<file path="config.mk">
export PLATFORM = sky130hd
export DESIGN_NAME = r2q_sqrt_cell
export DESIGN_NICKNAME = d
export VERILOG_FILES = /design/src/rtl/r2q_sqrt_cell.sv
export SDC_FILE = /design/constraint.sdc
export NUM_CORES = 1
export LEC_CHECK = 0
export BUFFER_PORTS_ARGS = -buffer_cell sky130_fd_sc_hd__buf_2
export CAP_MARGIN = 5
export CORE_ASPECT_RATIO = 1.25
export CORE_MARGIN = 2
export CORE_UTILIZATION = 25
export DETAILED_ROUTE_END_ITERATION = 6
export GPL_TIMING_DRIVEN = 1
export PLACE_DENSITY = 0.47
export SLEW_MARGIN = 20
export SYNTH_ARGS = -nofsm -noshare
export SYNTH_HDL_FRONTEND = slang
export SYNTH_SLANG_ARGS = --single-unit
</file>
<file path="constraint.sdc">
create_clock -name clk -period 1.7 [get_ports clk]
set_input_delay 0 -clock clk [delete_from_list [all_inputs] [get_ports clk]]
set_output_delay 0 -clock clk [all_outputs]
set_load 0.01 [all_outputs]
</file>
<file path="src/rtl/r2q_sqrt_cell.sv">
`default_nettype none
module r2q_sqrt_cell #(
	parameter int RTW = 16,
	parameter int PLW = 71
) (
	input  wire logic             clk,
	input  wire logic             arst_n,
	input  wire logic             en,
	input  wire logic             vld_i,
	input  wire logic [RTW:0]     rem_i,
	input  wire logic [RTW-1:0]   root_i,
	input  wire logic [2*RTW-1:0] rad_i,
	input  wire logic [PLW-1:0]   pl_i,
	output logic                  vld_s1,
	output logic [RTW:0]          rem_s1,
	output logic [RTW-1:0]        root_s1,
	output logic [2*RTW-1:0]      rad_s1,
	output logic [PLW-1:0]        pl_s1
);
	logic [RTW+2:0] cur, trial, diff;
	logic           ge;

	always_comb begin
		cur   = {rem_i, rad_i[2*RTW-1 -: 2]};
		trial = {1'b0, root_i, 2'b01};
		diff  = cur - trial;
		ge    = (cur >= trial);
	end

	always_ff @(posedge clk or negedge arst_n) begin
		if (!arst_n) begin
			vld_s1 <= 1'b0;
		end else if (en) begin
			vld_s1 <= vld_i;
		end
	end

	always_ff @(posedge clk) begin
		if (en) begin
			rem_s1  <= ge ? diff[RTW:0] : cur[RTW:0];
			root_s1 <= {root_i[RTW-2:0], ge};
			rad_s1  <= {rad_i[2*RTW-3:0], 2'b00};
			pl_s1   <= pl_i;
		end
	end
endmodule
`default_nettype wire

</file>
==> results of run 1 <==
cell families after synthesis:
group | after synthesis | synth area share
multiplexers | 18 | 0.0428
AO/OA/AOI/OAI | 46 | 0.0608
other | 1 | 0.000720
XOR/XNOR | 14 | 0.0235
adder cells (fa/ha/maj) | 18 | 0.0432
AND/OR/NAND/NOR | 31 | 0.0298
flip-flops | 135 | 0.777
buffers and inverters | 24 | 0.0219
tightest hold or removal path: cells and delay by family:
family | cells | cell delay, ps
buf+inv | 2 | 220
mux | 1 | 120
layout make-up:
class                      count  area, µm²
fill                        1923      11100
sequential                   135       4050
timing repair buffer         465       3220
multi-input combinational    129       1270
clock buffer                  17        425
tap                          274        343
clock inverter                15        131
inverter                      21       91.3
antenna                        1       2.50
metal layers:
metal  track usage  vias up  wire length [µm]
li1              -     2074                 -
met1         0.136     2010              5640
met2         0.262      163              8470
met3        0.0433       20               971
met4        0.0474        2               225
met5             0        -                11
registers in the layout, summed over array words and instances (netlist names):
signal	count
pl_s1	71
rad_s1	30
rem_s1	17
root_s1	16
vld_s1	1
where the power goes:
group          switching, mW  internal (mW)  leakage [nW]
clock                   1.53           1.92         0.273
combinational          0.743          0.945          2.53
sequential            0.0729           4.00          1.32
total                   2.34           6.87          4.13
worst min path at each step:
stage	from	end	depth (start not counted)
floorplan	arst_n	vld_s1$_DFFE_PN0P_	0
global placement	arst_n	vld_s1$_DFFE_PN0P_	1
detailed placement	arst_n	vld_s1$_DFFE_PN0P_	1
CTS	rem_i[7]	rem_s1[9]$_DFFE_PP_	3
global route	rem_i[7]	rem_s1[9]$_DFFE_PP_	3
finish	rem_i[7]	rem_s1[9]$_DFFE_PP_	3
timing repair:
action	4_1_cts	5_1_grt
resized for setup	17	8
gates cloned	1	0
pin swaps	8	7
buffers inserted	4	2
hold endpoints to repair	155	0
hold buffers	134	0
endpoints found under the setup margin	4	15
metrics by stage:
step / hold slack (ps) / area, µm²
after detailed placement: -225 / 7470
after CTS: 13.3 / 9490
after floorplan: -296 / 5360
after global routing: 22.3 / 9530
after global placement: -225 / 7470
final: 36.2 / 9530
cells in the final DEF, fill, tap and decap left out, types with 3 or more instances in the layout:
cell           instances
a21o_1                 4
a21oi_1               10
a21oi_2                4
buf_12                 4
buf_2                271
buf_4                 52
buf_6                  3
clkbuf_16             17
dlygate4sd3_1        134
edfxtp_1             134
ha_1                   6
ha_4                  12
inv_1                 15
inv_2                  5
inv_6                  5
inv_8                  4
mux2_2                 6
mux2_4                10
nand2_1                6
nor2_1                 9
o21ai_0                6
xnor2_1                8
xor2_1                 6
==> flow_summary.ini, run 1 <==
[global_route]
grt_pass1_vias = 4525
grtUsageTotal = 0.135
grt_pass1_wl_mm = 22.6
grt_antenna_before_repair = 2
gr-total-overflow = 0
grt_max_degree = 46

[pwr]
leakage_nw = 4.13
power_mw = 9.22
peakVddDrop_mv = 0.644
power_density_mw_per_mm2 = 967

[logic_synthesis]
ys_async_sr_fraction = 0.00741
synth.distinct_cells = 42
synth_top_area_cell = edfxtp_1
ys_seq_area_frac = 0.777
synth_area_leaders = edfxtp_1 77%, ha_1 4.3%, mux2_2 2.2%
synth.top_cell.area_share = 0.773
synth-edff-count = 134
yosysMostFrequentCell = edfxtp_1
synth_ff_type = edfxtp_1
syn_area_per_cell_um2 = 18.1
ys_ff_latch = 135
ys.warnings.count = 0
synth_common_cells = 134 x edfxtp_1, 21 x inv_1, 18 x ha_1, 14 x a21oi_1
syn_area_mm2 = 0.00521
synth_cells = 287

[setup_path]
crit_chain = buf_8 > inv_12 > ha_4 > a21oi_2 > a21oi_1 > a311o_1 > a21o_1 > a21boi_4 > buf_12 > mux2_2
crit_arrival_ps = 1820
path_class = in -> reg
reg2reg_slack_ps = 960
crit_path_top_delay_cell = a311o_1
startpoint_type = input port
worst-path-stages = 10
crit_buf_inv = 3
cp_top_family = compound AO/OA/AOI/OAI gates
critical-path-max-stage-delay_ps = 330
worst_r2r_endpoint = vld_s1$_DFFE_PN0P_
worstPathMaxFanout = 6
worstPathRequired_ps = 1860
crit_path_end = rem_s1[6]$_DFFE_PP_
worstSetupStartpoint = root_i[11]
regToRegStartpoint = vld_s1$_DFFE_PN0P_
r2r_cells = 1
end_kind = flop

[finish]
finalNonFillerCells = 1057
flow.area_growth_from_synthesis_pct = 83.0
post-route-util = 0.461
nets = 927
drive_above_1_share = 0.527

[detailed_routing]
drt_first_pass_iters = 4
vias_per_cell = 4.04
avgRoutedWirePerCell_um = 14.5
ant_nets = 0
num_vias = 4269
drtIter0Drc = 136
wl_mm = 15.3
drc = 0

[timing]
slew_viol_final = 0
finalSetupTns_ps = 0
rsz0062_at_grt = yes
worst_clock_skew_ps = 0
hold_viol_final = 0
fmax_mhz = 603
setup_slack_ps = 41.5
fin_crit_sh = 0.976
setup_viol = 0
min_period_ps = 1660

[clock_tree]
htreeDepth = 4
cts-root-buf = clkbuf_16
clock_latency_ps = 410
cts_tree = built
clock_path_buffers = 2
numCtsBuffers = 17
clock_sinks = 135
cts.clk_slew.worst_paths_ps = 60

[placed_design]
dp.cells = 884
gp_congestion = 0.800
dp_hpwl_mm = 10.9
io_buffers = 274
dp_slack_ps = -474

[floorplanning]
start_util = 0.252
die_w_um = 133
die-area_mm2 = 0.0220
io_pins = 277
rows = 59
core-area_mm2 = 0.0207
die_h_um = 165

[outcome]
outcome = complete, no violations

[job]
maxCapViolCount = 0

[min_path]
hold_class = in -> reg
No activity file was read; power rests on OpenSTA's default activity.
==> run 2: changes to the inputs <==
CORE_MARGIN = default   (was 2)
==> flow_summary.ini, run 2 (synthesis gave the netlist of run 1 again) <==
[detailed_routing]
drt_first_pass_iters = 4
avgRoutedWirePerCell_um = 14.6
num_vias = 4330
vias_per_cell = 4.06
drtIter0Drc = 117
ant_nets = 0
drc = 0
wl_mm = 15.6

[timing]
worst_clock_skew_ps = 0
fin_crit_sh = 0.974
setup_slack_ps = 43.8
finalSetupTns_ps = 0
fin_hold_ws_ps = 89.6
fmax_mhz = 604
slew_viol_final = 0
hold_viol_final = 0
setup_viol = 0
min_period_ps = 1660

[finish]
final_cell_mix = 269 x buf_2, 135 x dlygate4sd3_1, 134 x edfxtp_1
fill_cells = 1800
finalNonFillerCells = 1066
regMostFlops = pl_s1
final_area_mm2 = 0.00967
drive_above_1_share = 0.531
antenna-diode-count = 0
nets = 941
final_common_cell = buf_2
largest_register_ffs = 71
flow.area_growth_from_synthesis_pct = 85.6
reg.largest.list = pl_s1: 71 flops, rad_s1: 30 flops, rem_s1: 17 flops

[pwr]
peakVddDrop_mv = 0.610
power_density_mw_per_mm2 = 962
leakage_nw = 4.22

[clock_tree]
cts-root-buf = clkbuf_16
htreeDepth = 4
cts.clk_slew.worst_paths_ps = 60
clock_latency_ps = 410
numCtsBuffers = 17
clock_sinks = 135
cts_tree = built
clock_path_buffers = 2

[global_route]
grt_pass1_vias = 4639
gr-total-overflow = 0
grt_max_degree = 53
grt_pass1_wl_mm = 23.7
grt_antenna_before_repair = 1
grtUsageTotal = 0.146

[placed_design]
gp_congestion = 0.827
dp.cells = 888
place_area_mm2 = 0.00751
io_buffers = 274
dp_slack_ps = -466
dp_hpwl_mm = 11.1

[setup_path]
crit_buf_inv = 4
worstPathRequired_ps = 1860
crit_path_top_delay_cell = a311o_1
crit_chain = buf_2 > inv_2 > ha_4 > and3_4 > a311o_1 > a21o_1 > a21boi_4 > buf_6 > buf_12 > mux2_4
r2r_cells = 1
worst-path-stages = 10
crit_arrival_ps = 1820
end_kind = flop
critical-path-max-stage-delay_ps = 350
path_class = in -> reg
worstPathMaxFanout = 6
startpoint_type = input port
cp_top_family = compound AO/OA/AOI/OAI gates

[job]
maxCapViolCount = 0

[min_path]
hold_class = in -> reg
holdPathStages = 4

[floorplanning]
rows = 58
die_h_um = 163
io_pins = 277
die_w_um = 131
die-area_mm2 = 0.0214
start_util = 0.257
core-area_mm2 = 0.0202

[outcome]
outcome = complete, no violations
-- run 2: cell count changes in the layout (fill, tap and decap cells not counted), moves of 2 or more --
cell | before | now
buf_6 | 3 | 9
buf_12 | 4 | 2
buf_4 | 52 | 63
buf_2 | 271 | 269
inv_2 | 5 | 3
-- run 2: metal layers --
| metal | track usage | share of wire | up-vias |
|---|---|---|---|
| met4 | 0.0508 | 0.015 | 2 |
| met3 | 0.0425 | 0.055 | 17 |
| met1 | 0.153 | 0.37 | 2062 |
| met5 | 0 | 0.0010 | - |
| li1 | - | - | 2094 |
| met2 | 0.277 | 0.55 | 155 |
-- run 2: where the power goes --
group | switching [mW] | internal [mW]
Clock | 1.54 | 1.93
Combinational | 0.764 | 0.984
Sequential | 0.0766 | 4.00
Total | 2.38 | 6.92
-- run 2: final timing paths --
| check | from | endpoint | slack, ps |
|---|---|---|---|
| max in group asynchronous | arst_n | vld_s1$_DFFE_PN0P_ | 1170 |
| min in group asynchronous | arst_n | vld_s1$_DFFE_PN0P_ | 430 |
| worst max-delay path | root_i[10] | rem_s1[13]$_DFFE_PP_ | 40 |
| worst min register to register | vld_s1$_DFFE_PN0P_ | vld_s1$_DFFE_PN0P_ | 520 |
| worst max register to register | vld_s1$_DFFE_PN0P_ | vld_s1$_DFFE_PN0P_ | 960 |
| worst min-delay path | rad_i[30] | rem_s1[1]$_DFFE_PP_ | 90 |
-- run 2: area by class of cell --
class	count	area, µm²	area share
Timing Repair Buffer	479	3340	0.345
Sequential cell	135	4050	0.419
Tap cell	270	338	0.0349
Inverter	21	93.8	0.00970
Clock inverter	15	136	0.0141
Clock buffer	17	425	0.0440
Multi-Input combinational cell	129	1290	0.133
-- run 2: repair_timing --
action                     CTS  global route
setup buffers                5             5
pin swaps                    3            11
hold buffers               135             0
cloned                       1             0
gates resized for setup      7            27
setup endpoints to repair    4            17
hold endpoints to repair   134             0
-- run 2: per-stage QoR --
stage               power [mW]   util
global placement          5.54  0.371
finish                    9.30  0.478
CTS                       9.37  0.470
floorplan                 4.76      -
detailed placement        5.56  0.371
global route              9.73  0.478
