==> src/rtl/r2q_div_cell.sv <==
`default_nettype none
module r2q_div_cell #(
	parameter int NW  = 32,
	parameter int DVW = 17,
	parameter int PLW = 7
) (
	input  wire logic                 clk,
	input  wire logic                 arst_n,
	input  wire logic                 en,
	input  wire logic                 vld_i,
	input  wire logic [3:0][DVW-1:0]  rem_i,
	input  wire logic [3:0][NW-1:0]   nq_i,
	input  wire logic [DVW-1:0]       dvs_i,
	input  wire logic [PLW-1:0]       pl_i,
	output logic                      vld_s1,
	output logic [3:0][DVW-1:0]       rem_s1,
	output logic [3:0][NW-1:0]        nq_s1,
	output logic [DVW-1:0]            dvs_s1,
	output logic [PLW-1:0]            pl_s1
);
	logic [3:0][DVW-1:0] rem_n;
	logic [3:0][NW-1:0]  nq_n;
	logic [DVW:0]        t, sub;
	logic                ge;

	always_comb begin
		for (int i = 0; i < 4; i++) begin
			t        = {rem_i[i], nq_i[i][NW-1]};
			sub      = t - {1'b0, dvs_i};
			ge       = (t >= {1'b0, dvs_i});
			rem_n[i] = ge ? sub[DVW-1:0] : t[DVW-1:0];
			nq_n[i]  = {nq_i[i][NW-2:0], ge};
		end
	end

	always_ff @(posedge clk or negedge arst_n) begin
		if (!arst_n) begin
			vld_s1 <= 1'b0;
		end else if (en) begin
			vld_s1 <= vld_i;
		end
	end

	always_ff @(posedge clk) begin
		if (en) begin
			rem_s1 <= rem_n;
			nq_s1  <= nq_n;
			dvs_s1 <= dvs_i;
			pl_s1  <= pl_i;
		end
	end
endmodule
`default_nettype wire

==> config.mk <==
export PLATFORM = sky130hd
export DESIGN_NAME = r2q_div_cell
export DESIGN_NICKNAME = d
export VERILOG_FILES = /design/src/rtl/r2q_div_cell.sv
export SDC_FILE = /design/constraint.sdc
export NUM_CORES = 1
export LEC_CHECK = 0
export BUFFER_PORTS_ARGS = -buffer_cell sky130_fd_sc_hd__buf_2
export CAP_MARGIN = 20
export CORE_AREA = 2 2 172 174
export DETAILED_ROUTE_END_ITERATION = 10
export DIE_AREA = 0 0 174 176
export PLACE_DENSITY_LB_ADDON = 0.12
export SKIP_CTS_REPAIR_TIMING = 1
export SLEW_MARGIN = 20
export SYNTH_ARGS = -nofsm -noshare
export SYNTH_HDL_FRONTEND = slang
export SYNTH_SLANG_ARGS = --single-unit
==> constraint.sdc <==
create_clock -name clk -period 0.86 [get_ports clk]
set_input_delay 0.043 -clock clk [delete_from_list [all_inputs] [get_ports clk]]
set_output_delay 0.043 -clock clk [all_outputs]
set_load 0.05 [all_outputs]
==> summary.md, run 1 <==
| Metric | Value |
|---|---|
| Fraction of synthesized cell area in xor and xnor cells | 4.427% |
| TritonRoute pass-1 iters | 5 |
| Setup WS post-layout | -1.148 ns |
| Routability cong. | just under 0.9 |
| Drt wl/cell | ~20 um |
| Largest family of logic cells by synthesized area | compound AO/OA/AOI/OAI gates |
| Maximum operating frequency | 498.0 MHz |
| CP required | 1.13 ns |
| Chip Width | 174 um |
| Failing checks | negative hold slack, negative setup slack |
| Congestion Overflow GR | 0 |
| Synthesis warning total | 0 |
| Worst Hold Launch | rem_i[32] |
| R2R Path End | vld_s1 |
| RSZ-0062 raised after global routing | yes |
| Final setup fails | 293 |
| Top FF cell, synth | edfxtp_1 |
| Slew HR | approximately three fifths |
| R2r startpoint | vld_s1 |
| Peak VDD IR | 1596 uV |
| Fin Clk Skew | 0 ns |
| Final instance area | 20540 um^2 |
| Worst Tran Pin Value | 0.5722 ns |
| P_leak | 8.893 nW |
| Post-synthesis async set-or-reset flop share | 0.4525% |
| Nets@finish | 1962 |
| Num rows | 62 |
| Pre-CTS setup slack | -1.959 ns |
| Hpwl dp | 27390 um |
| Worst path depth | 12 |
| Worst EP arrival | 2.28 ns |
| Flop-to-flop setup slack | about 0.090 ns |
| Syn Inst Count | around 750 |
| Post-synthesis compound-gate area fraction | 11.40% |
| Maxcap violations | 0 |
| CTS Buf Count | 24 |
| CTS max path bufs | 3 |
| Htree depth | 1 |
| Reg2Reg Depth | 1 |
| Gr usage total | 21.37% |
| Pin count of the biggest net entering global routing | 49 |
| Fin Setup TNS | -134.08 ns |
| CP Buf/Inv Count | 4 |
| Layout Cells excl Fill | 2071 |
| Final hold vios | 1 |
| Hold path cells | 4 |
| Tot Pwr | 38.52 mW |
| Worst Hold Class | input port to register |
| Share of cells above drive strength 1 | 52.32% |
| Critical path class | input port to register |
| Syn Area/Cell | 14.17 um^2 |
| Outcome | complete, but fails checks |
| Core footprint | about 29000 um^2 |
| Cell variety after synth | 61 |
| Starting density of the core | 37.42% |
| Most common cell after layout, fill and taps aside | buf_6 |
| CTS tree | done |
| Clk Latency, worst-skew pair | 0.51 ns |
| I/O Pins | around 450 |
| Register area share after synthesis | 62.08% |
| Most frequent cells in the layout | buf_6 (238), edfxtp_1 (220), dlygate4sd3_1 (219), buf_2 (215), buf_4 (199) |
| Worst Hold Slack | -0.01366 ns |
| Layout area overhead | 92.31% |
| Worst path max stage delay | 0.45 ns |
| Final Cycle Share | 233.5% |
| Cell total after placement | 1787 |
| CP max FO | 4 |
| Synth top area share | 61.84% |
| Drt drc | 0 |
| # port buffers | between 400 and 500 |
| Final min period | 2.008 ns |
| Total clock sinks | approximately 220 |
| Flops & latches, synth | approximately 220 |
| Adder-Cell Fraction of Synth Area | 8.714% |
| Wirelength, routed | ~42000 um |
| Power Density | 1875 nW/um^2 |
| Placed instance area | 15200 um^2 |
| Post-Syn Nets | around 1.1k |
| Critical-path top delay cell | o41a_1 |
| Die H | 176 um |
| Clock transition at path regs | roughly 0.06 ns |
| Family with the most delay on the worst path | compound AO/OA/AOI/OAI gates |
| Initial antenna violation count | 5 |
| Fillers | 1940 |
| Die footprint | 30620 um^2 |
| DRT antenna net count | 0 |
| Vias per inst | 4.819 |
| Multiplexer area fraction after synthesis | under 10% |
| Leading area contributor after synthesis | edfxtp_1 |
| CP Cell Sequence | buf_8 > inv_4 > buf_12 > buf_6 > fa_2 > a21o_1 > nand2_2 > a21boi_2 > o41a_1 > a221oi_2 > xnor2_1 > mux2_4 |
| Min-Delay Endpoint | rem_s1[33] |
| Starting DRT DRC Count | 644 |
| Vias in the first global route | between 8k and 9k |
| Dominant cells by area after synthesis | edfxtp_1 (62%), ha_1 (8.0%), mux2_2 (5.1%) |
| Root buffer cell | clkbuf_16 |
| CP Capture Type | register |
| Post-Synth Simple-Gate Area | under 10% |
| Worst Setup Start Kind | input port |
| Vias | 9980 |
| EDFF count, synth | 220 |
| Slew Viols, Final | 0 |
| Mapped Area | 10680 um^2 |
| First-pass GRT wire length | 49820 um |
-- final cells by class --
type | instances | area (um^2) | share of cell area [%]
Antenna cell | 3 | 7.507 | 0.03654
Clock buffer | 31 | 688.2 | 3.350
Timing Repair Buffer | 894 | 7863 | 38.27
Inverter | 36 | 181.4 | 0.8831
Tap cell | 384 | 480.5 | 2.339
Sequential cell | 221 | 6633 | 32.29
Clock inverter | 13 | 131.4 | 0.6395
Multi-Input combinational cell | 489 | 4559 | 22.19
-- per-stage QoR --
stage | util [%] | hold slack [ns]
global route | 71.95 | 0.01207
global placement | 53.25 | -0.1816
CTS | 56.12 | -0.7319
detailed placement | 53.25 | -0.1819
finish | 71.96 | -0.01366
floorplan | - | -0.2526
-- layer usage --
| layer | vias up | part of all wire, % | global-route usage [%] |
|---|---|---|---|
| met2 | 363 | 52 | 39.87 |
| li1 | 4737 | - | - |
| met4 | 2 | 3.9 | 6.022 |
| met1 | 4797 | 38 | 24.07 |
| met3 | 81 | 6.2 | 5.556 |
| met5 | - | 0.031 | 0 |
-- report_power, final --
part | total, mW | switching [mW] | internal, mW
registers | 13.9 | 0.587 | 13.3
clock network | 10.7 | 4.43 | 6.26
logic | 14.0 | 7.74 | 6.22
total | 38.5 | 12.8 | 25.8
-- Yosys cell counts, drive strengths merged, types with 9 or more instances --
cell type / instances
a211oi: 10
a21o: 23
a21oi: 56
a31oi: 9
edfxtp: 220
ha: 68
inv: 36
mux2: 48
nand2: 34
nand3: 9
nand4: 10
nor2: 38
o21a: 11
o21ai: 34
xnor2: 31
xor2: 23
-- logic make-up (layout without fill, tap and decap cells) --
| family | count (synthesis) | after routing |
|---|---|---|
| adders and majority gates | 72 | 72 |
| muxes | 54 | 54 |
| buffers and inverters | 44 | 974 |
| DFF | 221 | 221 |
| AOI/OAI and AO/OA | 178 | 178 |
| and+or+nand+nor | 131 | 131 |
| other | 0 | 3 |
| xor gates and xnor gates | 54 | 54 |
-- tightest hold or removal path, delay by kind of cell --
| kind | cells | cell delay (ns) |
|---|---|---|
| compound gates | 1 | 0.09 |
| buf+inv | 2 | 0.21 |
| simple gates | 1 | 0.03 |
-- flip-flops by register name, summed over array words and instances, names as in the netlist --
register	cells
nq_s1	128
pl_s1	7
rem_s1	68
dvs_s1	17
vld_s1	1
-- worst max-delay path by stage --
stage          startpoint          to
2_1_floorplan   nq_i[127]  rem_s1[59]
3_3_place_gp     dvs_i[2]  rem_s1[13]
3_5_place_dp     dvs_i[2]  rem_s1[12]
4_1_cts          dvs_i[2]  rem_s1[11]
5_1_grt          nq_i[63]  rem_s1[33]
6_report         dvs_i[1]  rem_s1[67]
(Power assumes the default switching activity.)
==> run 2, diff against run 1 <==
--- a/config.mk
+++ b/config.mk
@@ -7,10 +7,12 @@
 export LEC_CHECK = 0
 export BUFFER_PORTS_ARGS = -buffer_cell sky130_fd_sc_hd__buf_2
 export CAP_MARGIN = 20
-export CORE_AREA = 2 2 172 174
+export CELL_PAD_IN_SITES_DETAIL_PLACEMENT = 0
+export CELL_PAD_IN_SITES_GLOBAL_PLACEMENT = 1
+export CORE_MARGIN = 2
+export CORE_UTILIZATION = 38
 export DETAILED_ROUTE_END_ITERATION = 10
-export DIE_AREA = 0 0 174 176
-export PLACE_DENSITY_LB_ADDON = 0.12
+export PLACE_DENSITY_LB_ADDON = 0.1
 export SKIP_CTS_REPAIR_TIMING = 1
 export SLEW_MARGIN = 20
 export SYNTH_ARGS = -nofsm -noshare
==> run 2 against run 1 <==
Effect of this change: flip-flop and latch count is the same; worst setup slack worse by 0.056 ns; sequential power is essentially flat; global-route usage rose by 1.7 points; clock skew stayed put; the run still ends with negative hold slack, negative setup slack left; via count grew 2.4%; sequential share of layout area down 0.24 points; critical endpoint is now rem_s1[13]; final area grew 0.74%; cell count rose by 0.87%; critical path type unchanged.
==> summary.md, run 2 (synthesis results as in run 1) <==
| Metric | Value |
|---|---|
| Total clock sinks | 221 (unchanged) |
| Final Cycle Share | 240.1% (+6.6 points) |
| CTS tree | done |
| Cell total after placement | 1796 (+0.50%) |
| Layout Cells excl Fill | 2089 (+0.87%) |
| Peak VDD IR | 1508 uV (-5.5%) |
| Total net switching power | 12.97 mW (+1.7%) |
| Slew HR | 69.03% (+7.6 points) |
| Htree depth | 1 (unchanged) |
| Vias | 10.22k (+2.4%) |
| Nets@finish | 1989 (+1.4%) |
| Reg2Reg Depth | 1 (unchanged) |
| TritonRoute pass-1 iters | 7 (+2) |
| Starting density of the core | 38.56% (+1.1 points) |
| R2r startpoint | vld_s1 |
| Largest reg by FF count | nq_s1 |
| Chip Width | 171.7 um (-1.3%) |
| Clock power share | 28.5% (+0.7 points) |
| Worst path max stage delay | 0.34 ns (-0.11 ns) |
| Failing checks | negative hold slack, negative setup slack |
| Routability cong. | 0.8694 (-0.90%) |
| Slew Viols, Final | 0 (unchanged) |
| First-pass GRT wire length | 50290 um (+0.94%) |
| Most common cell after layout, fill and taps aside | buf_6 |
| Fin Clk Skew | 0 ns (unchanged) |
| Layout area overhead | 93.73% |
| CTS Buf Count | 26 (+8.3%) |
| Min-Delay Endpoint | dvs_s1[1] |
| Setup WS post-layout | -1.205 ns (-0.05642 ns) |
| Share of cells above drive strength 1 | 51.61% (-0.71 points) |
| Gr usage total | 23.06% (+1.7 points) |
| Fin Setup TNS | -145.49 ns (-11.41 ns) |
| Worst Hold Slack | -0.3020 ns (-0.2884 ns) |
| Maxcap violations | 0 (unchanged) |
| Placed instance area | 15390 um^2 (+1.3%) |
| Hold path cells | 1 (-3) |
| Final instance area | 20700 um^2 (+0.74%) |
| Outcome | complete, but fails checks |
| CTS max path bufs | 3 (unchanged) |
| Final min period | 2.065 ns (+0.05642 ns) |
| RSZ-0062 raised after global routing | yes |
| Most frequent cells in the layout | buf_6 (238), dlygate4sd3_1 (221), edfxtp_1 (220), buf_2 (218), buf_4 (213) |
| Gate power share | 36.1% (-0.2 points) |
| Worst Setup Start Kind | input port |
| Critical-path top delay cell | a2111oi_4 |
| Crit-path most repeated cell | a21o_1 |
| Pin count of the biggest net entering global routing | 54 (+10%) |
| Final hold vios | 1 (unchanged) |
| Vias in the first global route | 8661 (-2.1%) |
| Final setup fails | 317 (+8.2%) |
| Worst Setup SP | dvs_i[11] |
| CP Capture Type | register |
| R2R Path End | vld_s1 |
| Reg power frac | 35.4% (-0.6 points) |
| I/O Pins | 445 (unchanged) |
| Drt drc | 0 (unchanged) |
| Drt wl/cell | 20.98 um (+3.1%) |
| Pre-CTS setup slack | -1.808 ns (+0.1510 ns) |
| Vias per inst | 4.892 (+1.5%) |
| DRT antenna net count | 0 (unchanged) |
| Hpwl dp | 29020 um (+5.9%) |
| Int Pwr | 26.21 mW (+1.8%) |
| Starting DRT DRC Count | 689 (+7.0%) |
| Sw Ratio | 33.11% (about the same) |
| # port buffers | 444 (unchanged) |
| Flop-to-flop setup slack | 0.07 ns (-0.02 ns) |
| Num rows | 61 (-1.6%) |
| End-of-flow core utilization | 74.70% (+2.7 points) |
| CP Cell Sequence | buf_8 > clkinvlp_4 > buf_12 > ha_4 > a21o_1 > a21o_1 > a21oi_2 > nor2_2 > a2111oi_4 > o31ai_4 > clkbuf_16 > buf_6 > mux2_4 |
| Power Density | 1893 nW/um^2 (+0.98%) |
| Root buffer cell | clkbuf_16 |
| Tot Pwr | 39.19 mW (+1.7%) |
| Wirelength, routed | 43820 um (+4.0%) |
| Critical path class | input port to register |
| CP required | 1.16 ns (+0.03 ns) |
| Maximum operating frequency | 484.4 MHz (-2.7%) |
| Worst Hold Class | input port to register |
| Core footprint | 27710 um^2 (-2.9%) |
| Worst EP arrival | 2.36 ns (+0.08 ns) |
| Worst Hold Launch | dvs_i[1] |
| Worst Tran Pin Value | 0.4596 ns (-0.1126 ns) |
| CP max FO | 4 (unchanged) |
| Die footprint | 29470 um^2 (-3.8%) |
| Clock transition at path regs | 0.06 ns (about the same) |
| P_leak | 9.035 nW (+1.6%) |
| Clk Latency, worst-skew pair | 0.54 ns (+0.03 ns) |
| Initial antenna violation count | 6 (+1) |
| Congestion Overflow GR | 0 (unchanged) |
| Top flop regs | nq_s1 x128, rem_s1 x68, dvs_s1 x17 |
| Die H | 171.7 um (-2.5%) |
| Max reg flops | 128 (unchanged) |
==> run 2: cell types whose count changed in the layout (fill, tap and decap cells not counted), sizes merged <==
cell and change:
buf +21, bufinv +1, clkbuf +2, clkinv -1, clkinvlp -1, diode -1
dlygate4sd3 +2, inv +1
==> run 2: power by group through the flow <==
stage	sequential (mW)	combinational [mW]	clock [mW]
2_1_floorplan	17.7	3.00	0
3_3_place_gp	13.7	11.0	0
3_5_place_dp	13.7	11.0	0
4_1_cts	13.5	11.1	11.4
5_1_grt	14.0	14.8	11.7
6_report	13.9	14.1	11.2
==> run 2: per-layer routing <==
metal / vias up / global-route usage (%) / share of wire [%]
met4: 6 / 5.822 / 3.7
li1: 4783 / - / -
met1: 4935 / 26.81 / 38
met2: 402 / 42.64 / 51
met3: 94 / 5.292 / 6.9
met5: - / 0 / 0.078
==> run 2: final cells by class <==
type / count / area [um^2]
Antenna cell: 2 / 5.005
Clock buffer: 31 / 690.7
Clock inverter: 13 / 163.9
Fill cell: 1856 / 7009
Inverter: 36 / 177.7
Multi-Input combinational cell: 489 / 4405
Sequential cell: 221 / 6633
Tap cell: 378 / 473.0
Timing Repair Buffer: 919 / 8148
==> run 2: how the worst max path moves through the flow <==
stage,end,slack (ns),cells after the start
6_report,rem_s1[13],-1.20,13
5_1_grt,rem_s1[34],-1.24,13
4_1_cts,rem_s1[5],-1.26,10
3_5_place_dp,rem_s1[6],-1.81,10
3_3_place_gp,rem_s1[13],-1.80,11
2_1_floorplan,rem_s1[59],-1.50,12
==> run 2: worst max-delay path, delay by kind of cell <==
kind | cells | cell delay, ns
compound gates | 5 | 1.03
buf+inv | 5 | 0.70
mux | 1 | 0.29
fa+ha+maj | 1 | 0.24
simple gates | 1 | 0.06
